File: config.mk
export PLATFORM = sky130hd
export DESIGN_NAME = nnir_ctrl
export DESIGN_NICKNAME = d
export VERILOG_FILES = /design/src/rtl/nnir_pkg.sv /design/src/rtl/nnir_ctrl.sv
export SDC_FILE = /design/constraint.sdc
export NUM_CORES = 1
export LEC_CHECK = 0
export BUFFER_PORTS_ARGS = -buffer_cell sky130_fd_sc_hd__buf_4
export CAP_MARGIN = 20
export CORE_AREA = 5 5 42 44
export DETAILED_ROUTE_END_ITERATION = 8
export DIE_AREA = 0 0 47 49
export GPL_ROUTABILITY_DRIVEN = 0
export PLACE_DENSITY = 0.38
export SYNTH_ARGS = -nofsm -noshare
export SYNTH_HDL_FRONTEND = slang
export SYNTH_SLANG_ARGS = --single-unit
File: constraint.sdc
create_clock -name clk_i -period 0.98 [get_ports clk_i]
set_input_delay 0.049 -clock clk_i [delete_from_list [all_inputs] [get_ports clk_i]]
set_output_delay 0.049 -clock clk_i [all_outputs]
set_load 0.005 [all_outputs]
File: src/rtl/nnir_pkg.sv
// Shared types, widths and helpers of the nearest-neighbor image resize core.
// Depends on nothing; every file of the core but nnir_ram imports it.
package nnir_pkg;

  // Largest source frame the pixel store can hold
  localparam int unsigned MAX_WIDTH  = 256;
  localparam int unsigned MAX_HEIGHT = 256;

  // Field widths
  localparam int unsigned COORD_W = 8;
  localparam int unsigned SIZE_W  = 9;
  localparam int unsigned PIXEL_W = 32;

  // Pixel store, row-major with a stride of MAX_WIDTH
  localparam int unsigned MEM_DEPTH = MAX_WIDTH * MAX_HEIGHT;
  localparam int unsigned ADDR_W    = $clog2(MEM_DEPTH);

  // Coordinate times size stays at or below 255 * 256, so 16 bits hold the dividend
  localparam int unsigned PROD_W    = 16;
  localparam int unsigned DIV_CNT_W = $clog2(PROD_W);

  // Stream and configuration widths
  localparam int unsigned S_TDATA_W = 2 * COORD_W + PIXEL_W;
  localparam int unsigned M_TDATA_W = PIXEL_W;
  localparam int unsigned CFG_IDX_W = 2;

  typedef enum logic {
    MODE_LOAD  = 1'b0,
    MODE_FETCH = 1'b1
  } mode_e;

  typedef enum logic [CFG_IDX_W-1:0] {
    CFG_SRC_WIDTH  = 2'd0,
    CFG_SRC_HEIGHT = 2'd1,
    CFG_DST_WIDTH  = 2'd2,
    CFG_DST_HEIGHT = 2'd3
  } cfg_idx_e;

  // Controller to datapath
  typedef struct packed {
    logic capture;
    logic mem_write;
    logic div_start;
    logic mem_read;
    logic out_load;
  } nnir_cmd_t;

  // Datapath to controller
  typedef struct packed {
    logic coord_ok;
    logic div_last;
  } nnir_status_t;

  // Saturate a size register to 1..maxv
  function automatic logic [SIZE_W-1:0] clamp_size(input logic [SIZE_W-1:0] v,
                                                   input logic [SIZE_W-1:0] maxv);
    logic [SIZE_W-1:0] r;
    r = v;
    if (v == '0) begin
      r = SIZE_W'(1);
    end else if (v > maxv) begin
      r = maxv;
    end
    return r;
  endfunction

endpackage

File: src/rtl/nnir_ctrl.sv
// Controller of the resize core: sequences accept, divide, read and output.
// Depends on nnir_pkg for the command and status structs.
module nnir_ctrl (
  input  logic                   clk_i,
  input  logic                   rst_ni,
  input  logic                   in_valid_i,
  input  logic                   in_mode_i,
  output logic                   in_ready_o,
  output logic                   out_valid_o,
  input  logic                   out_ready_i,
  output nnir_pkg::nnir_cmd_t    cmd_o,
  input  nnir_pkg::nnir_status_t status_i
);
  import nnir_pkg::*;

  typedef enum logic [2:0] {
    ST_IDLE,
    ST_START,
    ST_DIV,
    ST_READ,
    ST_FINISH
  } state_e;

  state_e state_q;
  logic   out_valid_q;
  logic   accept;
  logic   out_free;
  mode_e  mode;

  assign mode       = mode_e'(in_mode_i);
  assign in_ready_o = (state_q == ST_IDLE);
  assign accept     = in_valid_i && in_ready_o;
  assign out_free   = !out_valid_q || out_ready_i;

  // Decode commands from the state
  always_comb begin
    cmd_o = '0;
    case (state_q)
      ST_IDLE: begin
        cmd_o.capture   = accept;
        cmd_o.mem_write = accept && (mode == MODE_LOAD) && status_i.coord_ok;
      end
      ST_START:  cmd_o.div_start = 1'b1;
      ST_READ:   cmd_o.mem_read  = 1'b1;
      ST_FINISH: cmd_o.out_load  = out_free;
      default: ;
    endcase
  end

  // Hold state and the output valid flag
  always_ff @(posedge clk_i or negedge rst_ni) begin
    if (!rst_ni) begin
      state_q     <= ST_IDLE;
      out_valid_q <= 1'b0;
    end else begin
      case (state_q)
        ST_IDLE: begin
          if (accept && (mode == MODE_FETCH)) begin
            state_q <= status_i.coord_ok ? ST_START : ST_FINISH;
          end
        end
        ST_START: state_q <= ST_DIV;
        ST_DIV: begin
          if (status_i.div_last) begin
            state_q <= ST_READ;
          end
        end
        ST_READ: state_q <= ST_FINISH;
        ST_FINISH: begin
          if (out_free) begin
            state_q <= ST_IDLE;
          end
        end
        default: state_q <= ST_IDLE;
      endcase

      // Raise on a new result, drop once the beat is taken
      if (cmd_o.out_load) begin
        out_valid_q <= 1'b1;
      end else if (out_ready_i) begin
        out_valid_q <= 1'b0;
      end
    end
  end

  assign out_valid_o = out_valid_q;

endmodule

==> impl_results.md, run 1 <==
* Outcome: finished with violations
* Failing checks: setup timing
* PortBufs at 13
* Crit-path slowest cell: dfrtp_1
* CP Cell Sequence: nor3_2 -> and2_1 -> and3b_1 -> buf_4
* Routed vias at 256
* Fin crit share at 133.8%
* Post-synthesis register bit count at 4
* Adder-cell share of the synthesized area at 0%
* Share of layout cells above drive strength 1 at 61.70%
* Gate Count Post-Synth at 22
* Initial antenna violation count at 0
* Slew HR at 86.40%
* Worst EP arrival at 1.26 ns
* Routed len/inst at 11.22 um
* Clk buf depth at 2
* Synth-to-Final Area Change at 114.9%
* DR iter-0 viols at 4
* Pwr dens at 2653 nW/um^2
* Unrepaired setup endpoints after global routing: yes
* Largest net degree at the start of global routing at 5
* Fill cells at 165
* Count of warnings emitted by yosys at 0
* Die area at 2303 sq um
* Vias per cell at 4.063
* Vias in the first global route at 293
* Antenna cell count at 0
* Crit path largest cell delay at 0.41 ns
* Kind of critical path: flop to output pin
* Proportion of synthesized area in mux cells at 0%
* Worst-path clk slew at 0.03 ns
* Die width at 47 um
* Minimum clock period at 1.311 ns
* DRT Wirelength at 707 um
* Syn_nets at 29
* Fmax at 0.7627 GHz
* Final Hold Viols at 0
* IO Count at 14
* Yosys cell types at 14
* Final ANT Viol Nets at 0
* Peak supply drop at 0.9667 mV
* Final net count at 56
* Clk Latency, worst-skew pair at 0.23 ns
* Die height at 49 um
* Pin slew with the least headroom to its limit at 0.2036 ns
* CTS tree: yes
* Seq/Total Area, Yosys at 45.98%
* Gr usage total at 7.133%
* Post-Synth XOR/XNOR Area at 4.023%
* Hold WC Path Type: primary input to flop
* Root buffer cell: clkbuf_4
* Synth Area in Simple Gates at 43.68%
* Mapped Area at 217.7 sq um
* Clock Sinks at 4
* # setup viols final at 8
* Largest family of logic cells by synthesized area: simple AND/OR/NAND/NOR gates
* TritonCTS Buffers at 3
* Synth Area in Compound Gates at 6.322%
* Worst setup margin at -0.3312 ns
* MaxCap Viol Count at 0
* Area of the multi-input gates at 135.1 sq um
* Fin util at 33.39%
* Crit path max fanout at 3
* Slew Limit Fails at 0
* CP Data Required Time at 0.93 ns
* DRC at 0
* Worst Setup Start Kind: flop
* CP endpoint kind: output pin
* CORE AREA at 1401 sq um
* CTS H-tree depth at 1
* Final Power at 1.242 mW
* Register area at 100.1 sq um
* Starting density of the core at 15.54%
* Final setup skew at 0.001260 ns
* Syn avg cell area at 9.896 sq um
* First-pass GRT wire length at 1117 um
* Remaining Overflow, GRT at 0
* Detail Placement HPWL at 504 um
* Leakage power at 0.2400 nW
* Pre-antenna DRT Iters at 2
* # rows at 14
[through the flow]
step                area, sq um  hold slack (ns)  setup WS, ns  cells  setup TNS (ns)
CTS                       445.4          0.08451       -0.3348     61          -1.394
global placement          372.9          -0.1540      -0.07449     56         -0.1482
finish                    467.9          0.09740       -0.3312     63          -1.450
floorplan                 217.7          -0.2466      -0.06859     22        -0.06859
detailed placement        372.9          -0.1533      -0.07890     56         -0.1397
global route              467.9          0.09626       -0.3988     63          -1.908
[final timing paths]
check                      slack (ns)  cells past startpoint    endpoint        start
setup reg to reg                -0.12                      4  state_q[2]   state_q[1]
max in group asynchronous        0.73                      2  state_q[0]       rst_ni
min in group asynchronous        0.15                      2  state_q[2]       rst_ni
hold / removal                    0.1                      3  state_q[0]  status_i[0]
hold reg to reg                  0.59                      2  state_q[2]   state_q[2]
setup / recovery                -0.33                      4    cmd_o[3]   state_q[0]
[repair_timing]
action | 4_1_cts | 5_1_grt
pin swaps | 4 | 2
gates resized for setup | 8 | 2
hold buffers | 1 | 0
gates cloned | 0 | 0
hold endpoints to repair | 4 | 0
buffers inserted | 5 | 3
endpoints found under the setup margin | 8 | 7
[synth_stat cells, drive strengths merged]
master / n / area (sq um)
and3b: 2 / 18.77
dfrtp: 4 / 100.1
nor2: 3 / 11.26
xnor2: 1 / 8.760
a31oi: 1 / 6.260
and2: 1 / 6.260
a211oi: 1 / 7.510
nor3: 1 / 10.01
nor3b: 1 / 7.510
nand2: 3 / 11.26
nand4b: 2 / 17.52
nor2b: 1 / 6.260
nand2b: 1 / 6.260
[metal layers]
layer | wire length [um] | GRT usage [%] | vias up
li1 | - | - | 130
met1 | 294 | 7.095 | 111
met2 | 318 | 10.41 | 13
met3 | 70 | 2.952 | 2
met4 | 23 | 6.912 | 0
met5 | 0 | 0 | -
[sequential cells by signal, summed over array words and instances (netlist names)]
register     count
state_q          3
out_valid_o      1
[cells in the final DEF, fill, tap and decap left out, types with 2 or more instances in the layout]
cell      count
dfrtp_1       4
buf_6         6
nand2_1       3
nand4b_1      2
nor2_1        2
buf_4        15
clkbuf_4      3
[worst max-delay path, delay by kind of cell (launching register included)]
family,cells,cell delay [ns]
AND/OR/NAND/NOR,3,0.52
flip-flops,1,0.41
buffers and inverters,1,0.10
[final cells by class]
class	count	area share [%]
timing repair buffer	22	40.64
multi-input combinational	18	28.88
sequential	4	21.39
clock buffer	3	4.813
tap	16	4.278
[kinds of logic (layout without fill, tap and decap cells)]
| logic type | Yosys count | in the layout |
|---|---|---|
| and+or+nand+nor | 15 | 15 |
| DFF | 4 | 4 |
| AOI/OAI and AO/OA | 2 | 2 |
| xor gates and xnor gates | 1 | 1 |
| buffers and inverters | 0 | 25 |
[where the power goes]
group | internal, mW | switching [mW] | leakage (nW)
Clock | 0.136 | 0.0599 | 0.0138
Sequential | 0.233 | 0.0701 | 0.0526
Combinational | 0.464 | 0.277 | 0.174
No activity file was read; power rests on OpenSTA's default activity.
==> inputs of run 2 (changes only) <==
--- a/config.mk
+++ b/config.mk
@@ -11,7 +11,7 @@
 export DETAILED_ROUTE_END_ITERATION = 8
 export DIE_AREA = 0 0 47 49
 export GPL_ROUTABILITY_DRIVEN = 0
-export PLACE_DENSITY = 0.38
+export PLACE_DENSITY = 0.37
 export SYNTH_ARGS = -nofsm -noshare
 export SYNTH_HDL_FRONTEND = slang
 export SYNTH_SLANG_ARGS = --single-unit
==> constraint.sdc (replaced) <==
create_clock -name clk_i -period 1.6 [get_ports clk_i]
set_input_delay 0.08 -clock clk_i [delete_from_list [all_inputs] [get_ports clk_i]]
set_output_delay 0.08 -clock clk_i [all_outputs]
set_load 0.005 [all_outputs]
==> run 2 against run 1 <==
Largest power group unchanged. Clock skew is essentially flat. Combinational power shrank 67%. The run now ends clean. Sequential share of layout area grew 5.8 points. Clock power shrank 38%. Clock-buffer cell count is the same. Global-route usage shrank 1.4 points. Non-clock buffer count shrank 8. Critical path type unchanged. Wire length shrank 18%.
==> impl_results.md, run 2 (same netlist as run 1, synthesis figures left out) <==
* Root buffer cell: clkbuf_4
* Resize count post-CTS at 0 (-8)
* Clk buf depth at 2 (unchanged)
* Hold WC Path Type: primary input to flop
* # rows at 14 (unchanged)
* Post-CTS Setup Repair Bufs at 0 (-5)
* Outcome: completed
* Final ANT Viol Nets at 0 (unchanged)
* Worst-path clk slew at 0.03 ns (about the same)
* Setup_tns at 0 ns (+1.450 ns)
* Most common cell after layout, fill and taps aside: buf_4
* Crit path largest cell delay at 0.43 ns (+0.02 ns)
* TritonCTS Buffers at 3 (unchanged)
* Final Hold Viols at 0 (unchanged)
* Die width at 47 um (unchanged)
* DR iter-0 viols at 8 (+4)
* Final net count at 48 (-14%)
* Detail Placement HPWL at 463.8 um (-8.0%)
* Antenna cell count at 0 (unchanged)
* Fill cells at 171 (+3.6%)
* First-pass GRT wire length at 910 um (-19%)
* Minimum clock period at 1.431 ns
* Starting density of the core at 15.54% (unchanged)
* Share of layout cells above drive strength 1 at 46.15% (-16 points)
* Crit-path slowest cell: dfrtp_1
* Slew HR at 85.07% (-1.3 points)
* Worst setup margin at 0.1695 ns (+0.5007 ns)
* Routed len/inst at 10.56 um (-5.9%)
* Post-route insts no fill at 55 (-13%)
* Reg2Reg Setup Slack at 0.58 ns (+0.70 ns)
* Reg2Reg Depth at 3 (-1)
* DRT Wirelength at 581 um (-18%)
* Crit path max fanout at 6 (+3)
* Fmax at 0.6990 GHz
* Worst Setup Start Kind: flop
* Commonest non-fill, non-tap cells in the layout: 13 x buf_4, 4 x dfrtp_1, 3 x nor2_1, 3 x nand2_1, 3 x clkbuf_4
* Peak supply drop at 0.5845 mV (-40%)
* # setup viols final at 0 (-8)
* Slew Limit Fails at 0 (unchanged)
* Vias in the first global route at 236 (-19%)
* CTS tree: yes
* Clk Latency, worst-skew pair at 0.23 ns (about the same)
* Final setup skew at 0.001691 ns (+0.0004306 ns)
* Dpl cells at 51 (-8.9%)
* Vias per cell at 4.055 (-0.22%)
* Fin util at 26.25% (-7.1 points)
* Post-route cell area at 367.9 sq um (-21%)
* Initial antenna violation count at 0 (unchanged)
* MaxCap Viol Count at 0 (unchanged)
* CP endpoint kind: output pin
* Synth-to-Final Area Change at 68.97%
* DRC at 0 (unchanged)
* Kind of critical path: flop to output pin
* Reg2reg start: state_q[2]
* Largest register FFs at 3 (unchanged)
* Pwr dens at 1539 nW/um^2 (-42%)
* Die height at 49 um (unchanged)
* Placed inst area at 335.3 sq um (-10%)
* Remaining Overflow, GRT at 0 (unchanged)
* Worst Setup EP: cmd_o[3]
* CP Data Required Time at 1.52 ns (+0.59 ns)
* IO Count at 14 (unchanged)
* CORE AREA at 1401 sq um (unchanged)
* Unrepaired setup endpoints after global routing: no
* Gr usage total at 5.716% (-1.4 points)
* Die area at 2303 sq um (unchanged)
* Worst reg2reg endpoint: state_q[2]
* Worst EP arrival at 1.35 ns (+0.09 ns)
* Leakage power at 0.1871 nW (-22%)
* PortBufs at 13 (unchanged)
* Routed vias at 223 (-13%)
* Pin slew with the least headroom to its limit at 0.2240 ns (+0.02046 ns)
* CP Cell Sequence: nor3_2 -> and2_1 -> and3b_1 -> buf_4
* Worst Setup SP: state_q[0]
* Reg with most FFs: state_q
* Clock Sinks at 4 (unchanged)
* Hold buffers post-CTS at 1 (unchanged)
* CTS H-tree depth at 1 (unchanged)
* Largest net degree at the start of global routing at 8 (+3)
* Fin crit share at 89.41%
* Pre-CTS setup slack at 0.4108 ns (+0.4897 ns)
* Pre-antenna DRT Iters at 3 (+1)
-- run 2: worst min-delay path by stage --
stage,endpoint,cells after the start,start,slack [ns]
CTS,state_q[0],3,status_i[0],0.12
detailed placement,out_valid_o,1,rst_ni,-0.12
floorplan,out_valid_o,0,rst_ni,-0.22
global placement,out_valid_o,1,rst_ni,-0.12
global route,state_q[0],3,status_i[0],0.14
finish,state_q[0],3,status_i[0],0.12
-- run 2: cell type report --
cell class / instances / area (sq um) / area share (%)
Timing Repair Buffer: 14 / 107.6 / 29.25
Tap cell: 16 / 20.02 / 5.442
Multi-Input combinational cell: 18 / 117.6 / 31.97
Clock buffer: 3 / 22.52 / 6.122
Sequential cell: 4 / 100.1 / 27.21
-- run 2: per-layer routing --
metal	routed length (um)	GRT usage (%)	up-vias
met1	255	7.301	96
met3	89	4.428	0
met4	0	4.147	0
met5	0	0	-
li1	-	-	112
met2	237	6.109	15
-- run 2: where the power goes --
part / switching (mW) / internal (mW) / leakage [nW] / total, mW
registers: 0.0605 / 0.143 / 0.0526 / 0.203
clock network: 0.0372 / 0.0836 / 0.0138 / 0.121
logic: 0.0920 / 0.150 / 0.121 / 0.242
-- run 2: worst max-delay path, delay by kind of cell (launching register included) --
kind,cells,cell delay (ns)
AND/OR/NAND/NOR,3,0.58
flip-flops,1,0.43
buffers and inverters,1,0.11
-- run 2: stage by stage --
stage                     power (mW)  hold WS [ns]
after global placement        0.4506       -0.1233
after detailed placement      0.4527       -0.1220
after floorplan               0.3160       -0.2156
after global routing          0.6246        0.1394
final                         0.5662        0.1166
after CTS                     0.5840        0.1152
==> inputs of run 3 (changes only) <==
--- a/config.mk
+++ b/config.mk
@@ -8,6 +8,7 @@
 export BUFFER_PORTS_ARGS = -buffer_cell sky130_fd_sc_hd__buf_4
 export CAP_MARGIN = 20
 export CORE_AREA = 5 5 42 44
+export CTS_CLUSTER_SIZE = 12
 export DETAILED_ROUTE_END_ITERATION = 8
 export DIE_AREA = 0 0 47 49
 export GPL_ROUTABILITY_DRIVEN = 0
==> constraint.sdc (replaced) <==
create_clock -name clk_i -period 1.8 [get_ports clk_i]
set_input_delay 0.09 -clock clk_i [delete_from_list [all_inputs] [get_ports clk_i]]
set_output_delay 0.09 -clock clk_i [all_outputs]
set_load 0.005 [all_outputs]
==> run 3 against run 2 <==
Worst hold slack better by 0.0074 ns. Clock skew shrank 0.0016 ns. Die area unchanged. Wire length up 4.5%. Utilization is the same. Highest routed layer is now met4.
==> impl_results.md, run 3 (same netlist as run 1, synthesis figures left out) <==
* Pre-CTS setup slack at 0.5723 ns (+0.1615 ns)
* Slew HR at 85.12% (about the same)
* DRC at 0 (unchanged)
* Pre-antenna DRT Iters at 1 (-2)
* Antenna cell count at 0 (unchanged)
* Die area at 2303 sq um (unchanged)
* Largest net degree at the start of global routing at 8 (unchanged)
* Fin crit share at 81.96%
* DRT Wirelength at 607 um (+4.5%)
* Vias in the first global route at 227 (-3.8%)
* TritonCTS Buffers at 3 (unchanged)
* Final Hold Viols at 0 (unchanged)
* Commonest non-fill, non-tap cells in the layout: 13 x buf_4, 4 x dfrtp_1, 3 x nor2_1, 3 x nand2_1, 3 x clkbuf_4
* IO Count at 14 (unchanged)
* Worst setup margin at 0.3247 ns (+0.1552 ns)
* Setup_tns at 0 ns (unchanged)
* Most common cell after layout, fill and taps aside: buf_4
* Fin Hold WS at 0.1241 ns (+0.007431 ns)
* # rows at 14 (unchanged)
* Fin util at 26.25% (unchanged)
* PortBufs at 13 (unchanged)
* DR iter-0 viols at 0 (-8)
* Pin slew with the least headroom to its limit at 0.2233 ns (-0.0007437 ns)
* Die width at 47 um (unchanged)
* Largest register FFs at 3 (unchanged)
* Remaining Overflow, GRT at 0 (unchanged)
* Routed vias at 236 (+5.8%)
* Clk buf depth at 2 (unchanged)
* Worst EP arrival at 1.39 ns (+0.04 ns)
* Unrepaired setup endpoints after global routing: no
* Worst Setup Start Kind: flop
* Reg with most FFs: state_q
* Hold WC Path Type: primary input to flop
* Gr usage total at 5.712% (about the same)
* Pwr dens at 1383 nW/um^2 (-10%)
* CP Data Required Time at 1.71 ns (+0.19 ns)
* Starting density of the core at 15.54% (unchanged)
* MaxCap Viol Count at 0 (unchanged)
* CTS tree: yes
* First-pass GRT wire length at 910 um (unchanged)
* Kind of critical path: flop to output pin
* Synth-to-Final Area Change at 68.97% (unchanged)
* Routed len/inst at 11.04 um (+4.5%)
* CTS H-tree depth at 1 (unchanged)
* Final ANT Viol Nets at 0 (unchanged)
* Clk Latency, worst-skew pair at 0.23 ns (about the same)
* Worst-path clk slew at 0.04 ns (about the same)
* Minimum clock period at 1.475 ns
* Share of layout cells above drive strength 1 at 46.15% (unchanged)
* Root buffer cell: clkbuf_4
* Post-CTS Setup Repair Bufs at 0 (unchanged)
* Crit path max fanout at 6 (unchanged)
* Final Power at 0.5087 mW (-10%)
* Leakage power at 0.1871 nW (unchanged)
* CP endpoint kind: output pin
* Final setup skew at 0.00008304 ns (-0.001608 ns)
* Outcome: completed
* Initial antenna violation count at 0 (unchanged)
* Fmax at 0.6778 GHz
* Clock Sinks at 4 (unchanged)
* # setup viols final at 0 (unchanged)
* Die height at 49 um (unchanged)
* Final net count at 48 (unchanged)
* Slew Limit Fails at 0 (unchanged)
* Vias per cell at 4.291 (+5.8%)
* Peak supply drop at 0.6323 mV (+8.2%)
* CORE AREA at 1401 sq um (unchanged)
## run 3: cell counts in the layout (fill, tap and decap cells not counted)
Identical to the previous run, type by type.
## run 3: final cells by class
cell class / count / area, sq um
fill: 169 / 1033
tap: 16 / 20.02
timing repair buffer: 14 / 107.6
multi-input combinational: 18 / 117.6
sequential: 4 / 100.1
clock buffer: 3 / 22.52
## run 3: timing repair
| item | in CTS | in global routing |
|---|---|---|
| hold buffers | 1 | 0 |
| endpoints found under the hold margin | 4 | 0 |
| gates resized for setup | 0 | 0 |
## run 3: metal layers
metal / routed length (um) / GRT usage [%]
met4: 12 / 2.765
met5: 0 / 0
met2: 250 / 7.014
met3: 95 / 5.535
met1: 248 / 6.402
## run 3: through the flow
step / instances / area [sq um]
2_1_floorplan: 22 / 217.7
3_3_place_gp: 51 / 335.3
3_5_place_dp: 51 / 335.3
4_1_cts: 55 / 367.9
5_1_grt: 55 / 367.9
6_report: 55 / 367.9
## run 3: worst max-delay path, stage by stage (launching register included)
cell and delay, ns:
dfrtp_1 0.43, nor3_2 0.27, and2_1 0.18, and3b_1 0.16, buf_4 0.11
## run 3: path summary, 6_finish.rpt
path | cells after the start | slack [ns] | endpoint | startpoint
worst max-delay path | 4 | 0.32 | cmd_o[3] | state_q[0]
worst min-delay path | 3 | 0.12 | state_q[0] | status_i[0]
worst max register to register | 3 | 0.78 | state_q[2] | state_q[2]
worst min register to register | 1 | 0.56 | state_q[1] | state_q[2]
max in group asynchronous | 2 | 1.51 | state_q[1] | rst_ni
min in group asynchronous | 2 | 0.19 | out_valid_o | rst_ni
## run 3: report_power, final
| group | internal (mW) | switching [mW] | total, mW | leakage [nW] |
|---|---|---|---|---|
| Combinational | 0.134 | 0.0837 | 0.217 | 0.121 |
| Clock | 0.0746 | 0.0370 | 0.112 | 0.0138 |
| Sequential | 0.127 | 0.0531 | 0.180 | 0.0526 |
| Total | 0.335 | 0.174 | 0.509 | 0.187 |
